`src/rtl/gbn_pkg.sv`:
```
`timescale 1ns / 1ps
// ----------------------------------------------------------------------------
// gbn_pkg
// Shared types, constants and GF(2^8) arithmetic for the branch number block.
// ----------------------------------------------------------------------------
package gbn_pkg;

  // Field reduction polynomial x^8+x^4+x^3+x^2+1, low byte only
  localparam logic [7:0] GfPolyLow  = 8'h1D;
  // Starting value of the running minimum weight
  localparam logic [3:0] WeightInit = 4'd8;
  localparam int unsigned ElemW     = 8;
  localparam int unsigned WeightW   = 4;
  localparam int unsigned CfgW      = 64;

  // Configuration register indexes
  typedef enum logic [0:0] {
    CFG_ROWS_LOW  = 1'b0,
    CFG_ROWS_HIGH = 1'b1
  } cfg_idx_e;

  // One input transfer
  typedef struct packed {
    logic [ElemW-1:0] vec_elem0;
    logic [ElemW-1:0] vec_elem1;
    logic [ElemW-1:0] vec_elem2;
    logic [ElemW-1:0] vec_elem3;
    logic             restart;
  } in_t;

  // One result transfer
  typedef struct packed {
    logic [ElemW-1:0]   prod_elem0;
    logic [ElemW-1:0]   prod_elem1;
    logic [ElemW-1:0]   prod_elem2;
    logic [ElemW-1:0]   prod_elem3;
    logic [WeightW-1:0] weight;
    logic [WeightW-1:0] best_weight;
  } out_t;

  // Control from the datapath to the minimum tracker
  typedef struct packed {
    logic fire;
    logic restart;
    logic nonzero;
  } trk_ctrl_t;

  // GF(2^8) multiply: shift-and-add with reduction each step
  function automatic logic [7:0] gf_mul(input logic [7:0] a, input logic [7:0] b);
    logic [7:0] acc;
    logic [7:0] sh;
    acc = '0;
    sh  = a;
    for (int i = 0; i < 8; i++) begin
      if (b[i]) begin
        acc = acc ^ sh;
      end
      sh = sh[7] ? ({sh[6:0], 1'b0} ^ GfPolyLow) : {sh[6:0], 1'b0};
    end
    return acc;
  endfunction

endpackage

```
`src/rtl/gbn_mat_vec.sv`:
```
`timescale 1ns / 1ps
// ----------------------------------------------------------------------------
// gbn_mat_vec
// 4x4 matrix times 4-element vector over GF(2^8), one pass of logic.
// ----------------------------------------------------------------------------
module gbn_mat_vec (
  input  logic [gbn_pkg::CfgW-1:0]  rows_low_i,
  input  logic [gbn_pkg::CfgW-1:0]  rows_high_i,
  input  logic [3:0][7:0]           vec_i,
  output logic [3:0][7:0]           prod_o
);

  logic [1:0][gbn_pkg::CfgW-1:0] rows_word;

  assign rows_word[0] = rows_low_i;
  assign rows_word[1] = rows_high_i;

  // Form each product element as the XOR of four field products
  always_comb begin
    logic [7:0] acc;
    logic [7:0] coef;
    for (int r = 0; r < 4; r++) begin
      acc = '0;
      for (int c = 0; c < 4; c++) begin
        coef = rows_word[r / 2][8 * (4 * (r % 2) + c) +: 8];
        acc  = acc ^ gbn_pkg::gf_mul(coef, vec_i[c]);
      end
      prod_o[r] = acc;
    end
  end

endmodule

```
`src/rtl/gbn_min_track.sv`:
```
`timescale 1ns / 1ps
// ----------------------------------------------------------------------------
// gbn_min_track
// Weight count of input and product, and the running minimum weight.
// ----------------------------------------------------------------------------
module gbn_min_track (
  input  logic                          clk_i,
  input  logic                          rst_ni,
  input  gbn_pkg::trk_ctrl_t            ctrl_i,
  input  logic [3:0][7:0]               vec_i,
  input  logic [3:0][7:0]               prod_i,
  output logic [gbn_pkg::WeightW-1:0]   weight_o,
  output logic [gbn_pkg::WeightW-1:0]   best_o
);

  logic [gbn_pkg::WeightW-1:0] min_d, min_q;
  logic [gbn_pkg::WeightW-1:0] base;

  // Count nonzero bytes across both vectors
  always_comb begin
    weight_o = '0;
    for (int c = 0; c < 4; c++) begin
      weight_o = weight_o + {3'b000, |vec_i[c]} + {3'b000, |prod_i[c]};
    end
  end

  // Restart first, then fold in a nonzero vector's weight
  always_comb begin
    base  = ctrl_i.restart ? gbn_pkg::WeightInit : min_q;
    min_d = base;
    if (ctrl_i.nonzero && (weight_o < base)) begin
      min_d = weight_o;
    end
  end

  assign best_o = min_d;

  always_ff @(posedge clk_i or negedge rst_ni) begin
    if (!rst_ni) begin
      min_q <= gbn_pkg::WeightInit;
    end else if (ctrl_i.fire) begin
      min_q <= min_d;
    end
  end

  a_min_bound: assert property (@(posedge clk_i) disable iff (!rst_ni)
    min_q <= gbn_pkg::WeightInit)
    else $error("running minimum above its start value");

  a_min_le_weight: assert property (@(posedge clk_i) disable iff (!rst_ni)
    (ctrl_i.fire && ctrl_i.nonzero) |=> (min_q <= $past(weight_o)))
    else $error("minimum not updated by a smaller weight");

  a_min_hold: assert property (@(posedge clk_i) disable iff (!rst_ni)
    !ctrl_i.fire |=> (min_q == $past(min_q)))
    else $error("minimum changed without a transfer");

endmodule

```
`src/rtl/gf256_matrix_branch_number_top.sv`:
```
`timescale 1ns / 1ps
// ----------------------------------------------------------------------------
// gf256_matrix_branch_number_top
// Branch number search step: GF(2^8) 4x4 matrix product, weight, running min.
// ----------------------------------------------------------------------------
// The block takes one vector per clock cycle while the input is not stalled,
// and returns one result per vector, in order. An accepted vector sits in the
// input register, and its result is loaded into the output register once that
// register is empty or being drained; the result is taken from there when the
// output side does not stall. The input stalls only while both registers hold
// an item and the output side stalls. The clock period is set by the single
// pass through the sixteen GF(2^8) multipliers, the weight count and the
// minimum compare between those two registers. The matrix is written through
// the config port, rows 0-1 at index 0 and rows 2-3 at index 1; the user must
// write it only while no vector is in flight, as the block does not enforce it.
// restart resets the running minimum to 8 before its own vector is counted;
// all-zero vectors report their weight but never lower the minimum.
// ----------------------------------------------------------------------------
module gf256_matrix_branch_number_top (
  input  logic                        clk_i,
  input  logic                        rst_ni,
  input  logic                        cfg_we_i,
  input  gbn_pkg::cfg_idx_e           cfg_idx_i,
  input  logic [gbn_pkg::CfgW-1:0]    cfg_data_i,
  input  logic                        in_valid_i,
  output logic                        in_stall_o,
  input  gbn_pkg::in_t                in_data_i,
  output logic                        out_valid_o,
  input  logic                        out_stall_i,
  output gbn_pkg::out_t               out_data_o
);

  logic [gbn_pkg::CfgW-1:0]    rows_low_q, rows_high_q;
  logic                        s1_valid_q;
  gbn_pkg::in_t                s1_data_q;
  logic                        out_valid_q;
  gbn_pkg::out_t               out_data_d, out_data_q;
  logic                        advance;
  logic                        in_fire;
  logic [3:0][7:0]             vec;
  logic [3:0][7:0]             prod;
  logic [gbn_pkg::WeightW-1:0] weight, best;
  gbn_pkg::trk_ctrl_t          trk_ctrl;

  // Configuration registers
  always_ff @(posedge clk_i or negedge rst_ni) begin
    if (!rst_ni) begin
      rows_low_q  <= '0;
      rows_high_q <= '0;
    end else if (cfg_we_i) begin
      case (cfg_idx_i)
        gbn_pkg::CFG_ROWS_LOW:  rows_low_q  <= cfg_data_i;
        gbn_pkg::CFG_ROWS_HIGH: rows_high_q <= cfg_data_i;
        default: ;
      endcase
    end
  end

  // Advance into the output register when it is empty or being drained
  assign advance    = s1_valid_q && (!out_valid_q || !out_stall_i);
  assign in_stall_o = s1_valid_q && !advance;
  assign in_fire    = in_valid_i && !in_stall_o;

  // Input register
  always_ff @(posedge clk_i or negedge rst_ni) begin
    if (!rst_ni) begin
      s1_valid_q <= 1'b0;
    end else if (in_fire) begin
      s1_valid_q <= 1'b1;
    end else if (advance) begin
      s1_valid_q <= 1'b0;
    end
  end

  always_ff @(posedge clk_i) begin
    if (in_fire) begin
      s1_data_q <= in_data_i;
    end
  end

  assign vec[0] = s1_data_q.vec_elem0;
  assign vec[1] = s1_data_q.vec_elem1;
  assign vec[2] = s1_data_q.vec_elem2;
  assign vec[3] = s1_data_q.vec_elem3;

  gbn_mat_vec u_mat_vec (
    .rows_low_i  (rows_low_q),
    .rows_high_i (rows_high_q),
    .vec_i       (vec),
    .prod_o      (prod)
  );

  assign trk_ctrl.fire    = advance;
  assign trk_ctrl.restart = s1_data_q.restart;
  assign trk_ctrl.nonzero = |vec;

  gbn_min_track u_min_track (
    .clk_i    (clk_i),
    .rst_ni   (rst_ni),
    .ctrl_i   (trk_ctrl),
    .vec_i    (vec),
    .prod_i   (prod),
    .weight_o (weight),
    .best_o   (best)
  );

  // Assemble the result
  always_comb begin
    out_data_d.prod_elem0  = prod[0];
    out_data_d.prod_elem1  = prod[1];
    out_data_d.prod_elem2  = prod[2];
    out_data_d.prod_elem3  = prod[3];
    out_data_d.weight      = weight;
    out_data_d.best_weight = best;
  end

  // Output register
  always_ff @(posedge clk_i or negedge rst_ni) begin
    if (!rst_ni) begin
      out_valid_q <= 1'b0;
    end else if (advance) begin
      out_valid_q <= 1'b1;
    end else if (!out_stall_i) begin
      out_valid_q <= 1'b0;
    end
  end

  always_ff @(posedge clk_i) begin
    if (advance) begin
      out_data_q <= out_data_d;
    end
  end

  assign out_valid_o = out_valid_q;
  assign out_data_o  = out_data_q;

  a_stall_needs_item: assert property (@(posedge clk_i) disable iff (!rst_ni)
    in_stall_o |-> (s1_valid_q && out_valid_q && out_stall_i))
    else $error("input stalled without a blocked item");

  a_weight_range: assert property (@(posedge clk_i) disable iff (!rst_ni)
    out_valid_o |-> (out_data_o.weight <= 4'd8 && out_data_o.best_weight <= 4'd8))
    else $error("result weight out of range");

  a_advance_loads: assert property (@(posedge clk_i) disable iff (!rst_ni)
    advance |=> (out_valid_o && out_data_o.best_weight == $past(best)))
    else $error("result register not loaded on advance");

endmodule
```
`config.mk`:
```
export PLATFORM = sky130hd
export DESIGN_NAME = gf256_matrix_branch_number_top
export DESIGN_NICKNAME = d
export VERILOG_FILES = /design/src/rtl/gbn_pkg.sv /design/src/rtl/gbn_mat_vec.sv /design/src/rtl/gbn_min_track.sv /design/src/rtl/gf256_matrix_branch_number_top.sv
export SDC_FILE = /design/constraint.sdc
export NUM_CORES = 1
export LEC_CHECK = 0
export BUFFER_PORTS_ARGS = -buffer_cell sky130_fd_sc_hd__buf_2
export CAP_MARGIN = 20
export CORE_MARGIN = 2
export CORE_UTILIZATION = 35
export DETAILED_ROUTE_END_ITERATION = 8
export SETUP_SLACK_MARGIN = 0.1
export SLEW_MARGIN = 20
export SYNTH_ARGS = -nofsm -noshare
export SYNTH_HDL_FRONTEND = slang
export SYNTH_SLANG_ARGS = --single-unit
```
`constraint.sdc`:
```
create_clock -name clk_i -period 19.3 [get_ports clk_i]
set_input_delay 1.93 -clock clk_i [delete_from_list [all_inputs] [get_ports clk_i]]
set_output_delay 1.93 -clock clk_i [all_outputs]
set_load 0.02 [all_outputs]
```
==> results of run 1 <==
==> cell usage after synthesis (all sizes together) (6+ instances only) <==
cell    instances  area, um^2
nand2         967        3632
xnor2         875        7664
xor2          400        3556
clkbuf        181       680.7
dfrtp         133        3328
mux2          128        1441
edfxtp         73        2192
buf            70       292.8
xnor3          50        1126
mux2i          35       350.3
a21oi          25       125.1
nor2           23       86.33
xor3           23       546.8
o21ai          21       105.1
nor2b          20       125.1
a22oi          19       142.6
inv            19       71.32
or4             7       52.55
ha              6       75.07
nand2b          6       37.54
==> area by class of cell <==
type / instances / area (um^2) / share of cell area
clock inverters: 13 / 122.6 / 0.004338
well taps: 969 / 1212 / 0.04289
flip-flops and latches: 207 / 5547 / 0.1962
multi-input cells: 2662 / 19560 / 0.6919
clock buffers: 34 / 721.9 / 0.02554
inverters: 19 / 71.32 / 0.002523
repair buffers: 185 / 1035 / 0.03661
==> flip-flops by register name, indices dropped and copies added, names as in the netlist <==
| register | flops |
|---|---|
| out_data_o | 40 |
| s1_valid_q | 1 |
| out_valid_o | 1 |
| s1_data_q | 33 |
| u_min_track.min_q | 4 |
| rows_high_q | 64 |
| rows_low_q | 64 |
==> logic make-up (layout without fill, tap and decap cells) <==
kind of cell               Yosys count  in the layout  synth area share
AOI/OAI and AO/OA                   89             89           0.02155
adders and majority gates           10             10          0.005940
and+or+nand+nor                   1052           1052            0.1580
muxes                              163            163           0.06859
DFF                                207            207            0.2123
xor gates and xnor gates          1348           1348            0.4936
buffers and inverters              270            251           0.04000
==> stage by stage <==
step	instance area [um^2]	hold WS (ns)	instances
6_report	28270	0.4848	4089
5_1_grt	28270	0.5146	4089
4_1_cts	28270	0.4900	4089
3_5_place_dp	27420	0.4740	4042
3_3_place_gp	27420	0.4650	4042
2_1_floorplan	26120	0.4436	3139
==> cell usage in the layout (no fill, tap or decap), types with 5 or more instances in the layout <==
cell type,instances
sky130_fd_sc_hd__inv_1,19
sky130_fd_sc_hd__clkbuf_16,27
sky130_fd_sc_hd__nor2_1,23
sky130_fd_sc_hd__xor3_1,23
sky130_fd_sc_hd__mux2i_1,35
sky130_fd_sc_hd__o21ai_0,21
sky130_fd_sc_hd__xor2_1,396
sky130_fd_sc_hd__edfxtp_1,73
sky130_fd_sc_hd__nand2_1,965
sky130_fd_sc_hd__xnor2_1,875
sky130_fd_sc_hd__a21oi_1,25
sky130_fd_sc_hd__clkbuf_1,5
sky130_fd_sc_hd__clkinv_4,5
sky130_fd_sc_hd__mux2_2,128
sky130_fd_sc_hd__dfrtp_1,133
sky130_fd_sc_hd__ha_1,6
sky130_fd_sc_hd__buf_2,143
sky130_fd_sc_hd__nor4_1,5
sky130_fd_sc_hd__buf_4,41
sky130_fd_sc_hd__nand3_1,5
sky130_fd_sc_hd__or4_1,7
sky130_fd_sc_hd__xnor3_1,50
sky130_fd_sc_hd__a22oi_1,19
sky130_fd_sc_hd__nor2b_1,19
sky130_fd_sc_hd__nand2b_1,6
==> routing by layer <==
layer  share of wire  GRT usage
met4           0.047     0.1063
met3           0.088    0.03147
met2            0.44     0.3792
met5               0          0
met1            0.42     0.3279
==> worst min path at each step <==
stage | end | slack, ns
3_5_place_dp | out_valid_o$_DFFE_PN0P_ | 0.47
2_1_floorplan | out_valid_o$_DFFE_PN0P_ | 0.44
6_report | out_valid_o$_DFFE_PN0P_ | 0.48
5_1_grt | out_valid_o$_DFFE_PN0P_ | 0.51
4_1_cts | out_valid_o$_DFFE_PN0P_ | 0.49
3_3_place_gp | out_valid_o$_DFFE_PN0P_ | 0.46
==> power by group through the flow <==
stage / logic (mW) / clock network, mW / registers [mW]
3_5_place_dp: 4.01 / 0 / 0.882
2_1_floorplan: 3.13 / 0 / 0.792
4_1_cts: 4.03 / 0.507 / 0.874
3_3_place_gp: 4.00 / 0 / 0.880
5_1_grt: 4.32 / 0.524 / 0.887
6_report: 4.07 / 0.496 / 0.880
==> results.cfg, run 1 <==
[die]
fp-row-count = 100
initial_utilization = 0.3521
placeable_core_region_um2 = 74200
ioPinCount = 145
chip_height_um = 277.2
design.die.area_um2 = 76830
die_w_um = 277.2

[clock_tree]
cts-buffers-inserted = 26
clk_pin_slew_ns = 0.07
post_cts_resized = 0
postCtsHoldBufs = 0
clk_path_buf_depth = 3
clock_insertion_delay_at_the_later_pin_of_the_skew_report_ns = 0.57
clkSinkCount = 207
post-cts-setup-buffer-count = 0
cts_root_buffer = sky130_fd_sc_hd__clkbuf_16
cts_tree = built
clock_tree.htree_level_count = 1

[global_routing]
first_global_vias = 20364
antenna_found_initial = 3
grt.total_usage = 0.2403
pin_count_of_the_biggest_net_entering_global_routing = 72
global_route_wire_length_before_repair_um = 138100
overflow_after_grt = 0

[power_and_ir_drop]
p_per_area_nw_per_um2 = 192.5
combinationalPowerShare = 0.747
pwr-share-seq = 0.162
clock_power_share = 0.091
internal-power_mw = 2.941
max-vdd-ir-drop_v = 0.0001387
power.leakage_nw = 11.25
total_switching_power_mw = 2.501
power.share.switching = 0.4596
power.total_mw = 5.442

[routing]
avgViaCountPerCell = 5.206
first_iter_violations = 2479
post_drt_wl_per_cell_um = 23.12
routed-via-count = 21289
drcViolationCount = 0
number_of_iterations_in_the_first_detailed_routing_pass = 5
totalWireLength_um = 94520
antenna_left = 0

[setup_path]
critical_path_s_most_frequent_cell = sky130_fd_sc_hd__fa_1
cpLargestDelayFamily = adder cells
r2r_cells = 22
timing.critical_path.depth = 22
worst-path-max-fanout = 11
r2r_start = rows_high_q[37]$_DFFE_PN0P_
cp-endpoint = u_min_track.min_q[2]$_DFFE_PN0P_
path_class = flop to flop
critical_path.reg2reg.endpoint = u_min_track.min_q[2]$_DFFE_PN0P_
slowest_stage = sky130_fd_sc_hd__a311oi_1
arrival_ns = 8.92
timing.critical_path.from = rows_high_q[37]$_DFFE_PN0P_
crit_chain = xnor2_1, xnor2_1, nand2_1, xnor2_1, xnor3_1, xnor3_1, xnor3_1, or4_1, or4b_1, fa_1, inv_1, fa_1, fa_1, fa_1, inv_1, ha_1, a21o_1, a21oi_1, nor2b_1, a311oi_1, o21ai_0, mux2_2
setup.worst_path.end_class = flop
slowest_delay_ns = 0.79
cp.required_ns = 19.76
critical_path_buf_inv_count = 2
worstSetupStartpointType = flop
worst_case_register_to_register_setup_slack_ns = 10.84

[placed_design]
dp_hpwl_um = 63310
gpl.final_weighted_congestion = 0.9176
port_buffers = 144
dp_worst_setup_slack_ns = 10.91

[timing]
setup_viol = 0
setup-tns-final_ns = 0
maxClockFrequency_mhz = 118.3
rsz0062_at_grt = false
final_max_slew_viol_count = 0
final.setup_skew_ns = 0.01196
timing_worst_slew_pin_value_ns = 1.067
timing.final.hold_violations = 0
layout_min_cycle_time_ns = 8.455
relSlewSlack = 0.2888
final_setup_margin_ns = 10.84
period_share = 0.4381

[final_layout]
drive_above_1_share = 0.1183
filler_cell_count = 7545
final_nets = 3214
area.growth.synth_to_final_pct = 8.215
antenna_cells_inserted = 0
final_util = 0.3810

[synth]
post_synthesis_async_set_or_reset_flop_share = 0.6473
synth_edf_count = 73
synth_seq_cells = 207
synthFlopType = sky130_fd_sc_hd__dfrtp_1
netlist-cell-type-count = 54
synth.yosys.seq_area_share = 0.2123
synth-warning-count = 0
synthesis.area_per_instance_um2 = 8.322
syn-num-nets = 3252
synthesis.area_um2 = 26120
post_synthesis_instance_total = 3139

[run]
cap_violations = 0

[min_path]
hold_path_class = flop to flop
min_from = s1_valid_q$_DFFE_PN0P_
hold_depth = 1

[run_status]
run_status = finished, final reports clean
(Power assumes the default switching activity.)
==> run 2, diff against run 1 <==
==> constraint.sdc (replaced) <==
create_clock -name clk_i -period 6.85 [get_ports clk_i]
set_input_delay 0.685 -clock clk_i [delete_from_list [all_inputs] [get_ports clk_i]]
set_output_delay 0.685 -clock clk_i [all_outputs]
set_load 0.02 [all_outputs]
==> run 2 against run 1 <==
Compared with the run above:
- the flow now finishes with violations (setup timing)
- global-route usage is 2.1 points higher
- non-clock buffer count is 459 higher
- clock-buffer cell count is 2 higher
- largest power group unchanged
- core utilization is 5.8 points higher
- sequential cell count stayed put
- highest routed layer is now met5
- largest cell class unchanged
- sequential power grew to 2.5 times the previous value
- clock power grew to 2.9 times the previous value
- maximum frequency is 22% higher
==> results.cfg, run 2 (synthesized netlist as in run 1, its figures left out) <==
[clock_tree]
clkSinkCount = 207
postCtsHoldBufs = 0
clock_insertion_delay_at_the_later_pin_of_the_skew_report_ns = 0.61
cts-buffers-inserted = 28
cts_tree = built
clk_pin_slew_ns = 0.06
cts_root_buffer = sky130_fd_sc_hd__clkbuf_16
clk_path_buf_depth = 3
clock_tree.htree_level_count = 1

[routing]
drcViolationCount = 0
avgViaCountPerCell = 5.061
post_drt_wl_per_cell_um = 22.43
routed-via-count = 23048
first_iter_violations = 2298
antenna_left = 0
totalWireLength_um = 102200
number_of_iterations_in_the_first_detailed_routing_pass = 5

[power_and_ir_drop]
total_switching_power_mw = 7.779
pwr-share-seq = 0.123
p_per_area_nw_per_um2 = 554.1
max-vdd-ir-drop_v = 0.0004893
power.share.switching = 0.4307
power.leakage_nw = 13.77
internal-power_mw = 10.28
combinationalPowerShare = 0.797
clock_power_share = 0.080

[global_routing]
global_route_wire_length_before_repair_um = 150400
busiest_layer_in_global_routing = met2
antenna_found_initial = 4
pin_count_of_the_biggest_net_entering_global_routing = 78
routing_usage_on_met1 = 0.3558
gr-usage-met2 = 0.4071
overflow_after_grt = 0
first_global_vias = 22440
met3_usage = 0.04134
grt.total_usage = 0.2611

[run]
cap_violations = 0

[setup_path]
critical_path.reg2reg.endpoint = u_min_track.min_q[1]$_DFFE_PN0P_
worst-path-max-fanout = 6
r2r_cells = 27
worstSetupStartpointType = flop
slowest_delay_ns = 0.53
worst_case_register_to_register_setup_slack_ns = -0.10
path_class = flop to flop
arrival_ns = 7.48
setup.worst_path.end_class = flop
cpLargestDelayFamily = adder cells
r2r_start = rows_low_q[15]$_DFFE_PN0P_
slowest_stage = sky130_fd_sc_hd__fa_1
critical_path_buf_inv_count = 6
cp.required_ns = 7.38

[run_status]
run_status = finished, violations left
violated_checks = setup timing

[die]
chip_height_um = 277.2
die_w_um = 277.2
placeable_core_region_um2 = 74200
ioPinCount = 145
initial_utilization = 0.3521
design.die.area_um2 = 76830
fp-row-count = 100

[timing]
relSlewSlack = 0.3074
maxClockFrequency_mhz = 143.8
timing_worst_slew_pin_value_ns = 1.039
final.setup_skew_ns = 0.03971
period_share = 1.015
final_max_slew_viol_count = 0
final_setup_margin_ns = -0.1045
hold_ws_ns = 0.1669
timing.final.hold_violations = 0
rsz0062_at_grt = true
setup_viol = 6
layout_min_cycle_time_ns = 6.954

[placed_design]
port_buffers = 144
dp_worst_setup_slack_ns = -0.6450
gpl.final_weighted_congestion = 0.9766
placed_cell_area_um2 = 31020
dp_hpwl_um = 77960

[final_layout]
most_common_cell_after_layout_fill_and_taps_aside = sky130_fd_sc_hd__nand2_1
drive_above_1_share = 0.2527
biggestRegsByFlops = rows_high_q: 64 flops, rows_low_q: 64 flops, out_data_o: 40 flops
area.growth.synth_to_final_pct = 24.79
final_nets = 3675
final_design_area_no_fill_um2 = 32600
layout.cells.most_common_list = sky130_fd_sc_hd__nand2_1 (963), sky130_fd_sc_hd__xnor2_1 (852), sky130_fd_sc_hd__buf_4 (459)

[min_path]
hold_path_class = primary input to async pin
## run 2: cell type report
type	count	area, um^2
diodes	3	7.507
clock buffers	36	782.0
flip-flops and latches	207	5563
multi-input cells	2662	19980
clock inverters	14	100.1
fillers	7299	41600
inverters	19	71.32
repair buffers	644	4880
well taps	969	1212
## run 2: power groups by stage
stage / combinational, mW / sequential [mW] / clock, mW
finish: 14.4 / 2.23 / 1.44
global route: 15.3 / 2.26 / 1.53
CTS: 14.1 / 2.22 / 1.48
detailed placement: 13.6 / 2.24 / 0
global placement: 13.6 / 2.24 / 0
floorplan: 8.83 / 2.23 / 0
## run 2: per-layer routing
layer	share of wire	wire length [um]
met1	0.42	43090
met5	0.00015	15
met4	0.051	5212
met3	0.087	8838
met2	0.44	44990
## run 2: per-stage QoR
stage,std cells,power (mW),TNS (ns),util
floorplan,3139,11.06,0,-
global placement,4470,15.82,-4.879,0.4181
detailed placement,4470,15.81,-4.635,0.4181
CTS,4549,17.79,-0.1774,0.4362
global route,4551,19.05,-2.077,0.4392
finish,4554,18.06,-0.4064,0.4393
## run 2: how the worst max path moves through the flow
stage | start | end | cells after the start
3_3_place_gp | s1_data_q[21]$_DFFE_PP_ | u_min_track.min_q[1]$_DFFE_PN0P_ | 24
4_1_cts | rows_low_q[30]$_DFFE_PN0P_ | u_min_track.min_q[0]$_DFFE_PN0P_ | 27
3_5_place_dp | s1_data_q[21]$_DFFE_PP_ | u_min_track.min_q[0]$_DFFE_PN0P_ | 24
6_report | rows_low_q[15]$_DFFE_PN0P_ | u_min_track.min_q[1]$_DFFE_PN0P_ | 27
5_1_grt | rows_low_q[29]$_DFFE_PN0P_ | u_min_track.min_q[1]$_DFFE_PN0P_ | 27
2_1_floorplan | rows_low_q[14]$_DFFE_PN0P_ | u_min_track.min_q[0]$_DFFE_PN0P_ | 24
## run 2: repair_timing
action	in CTS	in global routing
setup endpoints to repair	8	9
buffers inserted	29	6
resized for setup	51	36
pin swaps	17	5
gates cloned	0	0
==> run 3, diff against run 2 <==
--- a/config.mk
+++ b/config.mk
@@ -10,7 +10,6 @@
 export CORE_MARGIN = 2
 export CORE_UTILIZATION = 35
 export DETAILED_ROUTE_END_ITERATION = 8
-export SETUP_SLACK_MARGIN = 0.1
 export SLEW_MARGIN = 20
 export SYNTH_ARGS = -nofsm -noshare
 export SYNTH_HDL_FRONTEND = slang
==> run 3 against run 2 <==
Compared with the run above:
- the flow still finishes with violations (setup timing)
- non-clock buffer count fell by 31
- sequential power is essentially flat
- routed wire length decreased by 0.28%
- worst setup slack better by 0.066 ns
- die area stayed put
- cell count shrank 0.64%
- highest routed layer is now met4
- clock skew down 0.024 ns
- critical endpoint is now out_data_o[0]$_DFFE_PP_
- critical path depth down 1
==> results.cfg, run 3 (synthesized netlist as in run 1, its figures left out) <==
[routing]
drcViolationCount = 0
totalWireLength_um = 101900
avgViaCountPerCell = 5.020
post_drt_wl_per_cell_um = 22.51
routed-via-count = 22716
antenna_left = 0
number_of_iterations_in_the_first_detailed_routing_pass = 5
first_iter_violations = 2036

[clock_tree]
clock_tree.htree_level_count = 1
clk_pin_slew_ns = 0.06
clock_insertion_delay_at_the_later_pin_of_the_skew_report_ns = 0.60
clk_path_buf_depth = 3
cts_root_buffer = sky130_fd_sc_hd__clkbuf_16
cts_tree = built
cts-buffers-inserted = 28
clkSinkCount = 207

[setup_path]
slowest_stage = sky130_fd_sc_hd__fa_1
critical_path_buf_inv_count = 6
path_class = flop to flop
slowest_delay_ns = 0.55
r2r_cells = 26
setup.worst_path.end_class = flop
worst_case_register_to_register_setup_slack_ns = -0.04
r2r_start = rows_low_q[14]$_DFFE_PN0P_
worst-path-max-fanout = 8
worstSetupStartpointType = flop
critical_path.reg2reg.endpoint = out_data_o[0]$_DFFE_PP_
arrival_ns = 7.35
cp.required_ns = 7.31
cpLargestDelayFamily = adder cells

[timing]
maxClockFrequency_mhz = 145.2
period_share = 1.006
timing.final.hold_violations = 0
final_setup_margin_ns = -0.03834
timing_worst_slew_pin_value_ns = 1.095
final_max_slew_viol_count = 0
relSlewSlack = 0.2700
layout_min_cycle_time_ns = 6.888
final.setup_skew_ns = 0.01548
setup_viol = 5
rsz0062_at_grt = true

[final_layout]
filler_cell_count = 7330
most_common_cell_after_layout_fill_and_taps_aside = sky130_fd_sc_hd__nand2_1
layout.cells.most_common_list = sky130_fd_sc_hd__nand2_1 (965), sky130_fd_sc_hd__xnor2_1 (855), sky130_fd_sc_hd__buf_4 (442)
final_cells = 4525
final_design_area_no_fill_um2 = 32270
biggestRegsByFlops = rows_high_q: 64 flops, rows_low_q: 64 flops, out_data_o: 40 flops
final_util = 0.4349
drive_above_1_share = 0.2463
final_nets = 3644
area.growth.synth_to_final_pct = 23.54

[die]
die_w_um = 277.2
fp-row-count = 100
ioPinCount = 145
chip_height_um = 277.2
design.die.area_um2 = 76830
placeable_core_region_um2 = 74200
initial_utilization = 0.3521

[global_routing]
first_global_vias = 22247
pin_count_of_the_biggest_net_entering_global_routing = 78
antenna_found_initial = 3
global_route_wire_length_before_repair_um = 149700
grt.total_usage = 0.2604
overflow_after_grt = 0

[run]
cap_violations = 0

[placed_design]
dp_hpwl_um = 77280
placed_cell_area_um2 = 30760
dp_worst_setup_slack_ns = -0.6195
port_buffers = 144
cell_count_post_placement = 4446
gpl.final_weighted_congestion = 0.9470

[power_and_ir_drop]
p_per_area_nw_per_um2 = 563.4
max-vdd-ir-drop_v = 0.0004172
power.leakage_nw = 13.60

[run_status]
run_status = finished, violations left
violated_checks = setup timing

[min_path]
hold_path_class = primary input to async pin
==> run 3: worst max path at each step <==
stage	startpoint	depth (start not counted)	to	slack, ns
2_1_floorplan	rows_low_q[19]$_DFFE_PN0P_	24	u_min_track.min_q[0]$_DFFE_PN0P_	0.0007
3_3_place_gp	rows_low_q[22]$_DFFE_PN0P_	25	out_data_o[1]$_DFFE_PP_	-0.56
3_5_place_dp	rows_low_q[29]$_DFFE_PN0P_	26	u_min_track.min_q[3]$_DFFE_PN1P_	-0.62
4_1_cts	rows_low_q[15]$_DFFE_PN0P_	26	u_min_track.min_q[3]$_DFFE_PN1P_	-0.03
5_1_grt	rows_low_q[10]$_DFFE_PN0P_	25	out_data_o[0]$_DFFE_PP_	-0.25
6_report	rows_low_q[14]$_DFFE_PN0P_	26	out_data_o[0]$_DFFE_PP_	-0.04
==> run 3: final cells by class <==
cell class / instances / area (um^2) / share of cell area
multi-input cells: 2662 / 19950 / 0.6181
clock buffers: 39 / 815.8 / 0.02528
flip-flops and latches: 207 / 5565 / 0.1725
inverters: 19 / 71.32 / 0.002210
diodes: 3 / 7.507 / 0.0002326
well taps: 969 / 1212 / 0.03757
repair buffers: 613 / 4559 / 0.1413
clock inverters: 13 / 92.59 / 0.002869
==> run 3: per-layer routing <==
| layer | up-vias | GRT usage | routed length, um |
|---|---|---|---|
| li1 | 10506 | - | - |
| met1 | 10893 | 0.3520 | 43230 |
| met2 | 1077 | 0.4167 | 45720 |
| met3 | 240 | 0.04024 | 8425 |
| met4 | 0 | 0.1019 | 4486 |
| met5 | - | 0 | 0 |
==> run 3: where the power goes <==
| part | total (mW) | leakage, nW | internal, mW | switching (mW) |
|---|---|---|---|---|
| sequential | 2.24 | 2.26 | 1.95 | 0.285 |
| combinational | 14.5 | 10.9 | 7.57 | 6.90 |
| clock | 1.47 | 0.447 | 0.836 | 0.638 |
| total | 18.2 | 13.6 | 10.4 | 7.82 |
==> run 3: stage by stage <==
stage                     hold WS [ns]  setup TNS, ns  power (mW)
after global placement          0.4607         -4.081       16.13
after detailed placement        0.4811         -4.639       16.13
final                           0.1745        -0.1265       18.18
after CTS                       0.1809       -0.03007       17.95
after floorplan                 0.3894              0       11.06
after global routing            0.2262         -1.662       19.20
==> run 3: timing repair <==
item | in CTS | in global routing
resized for setup | 49 | 30
hold buffers | 0 | 0
setup buffers | 8 | 17
pin swaps | 12 | 23
endpoints found under the setup margin | 8 | 8
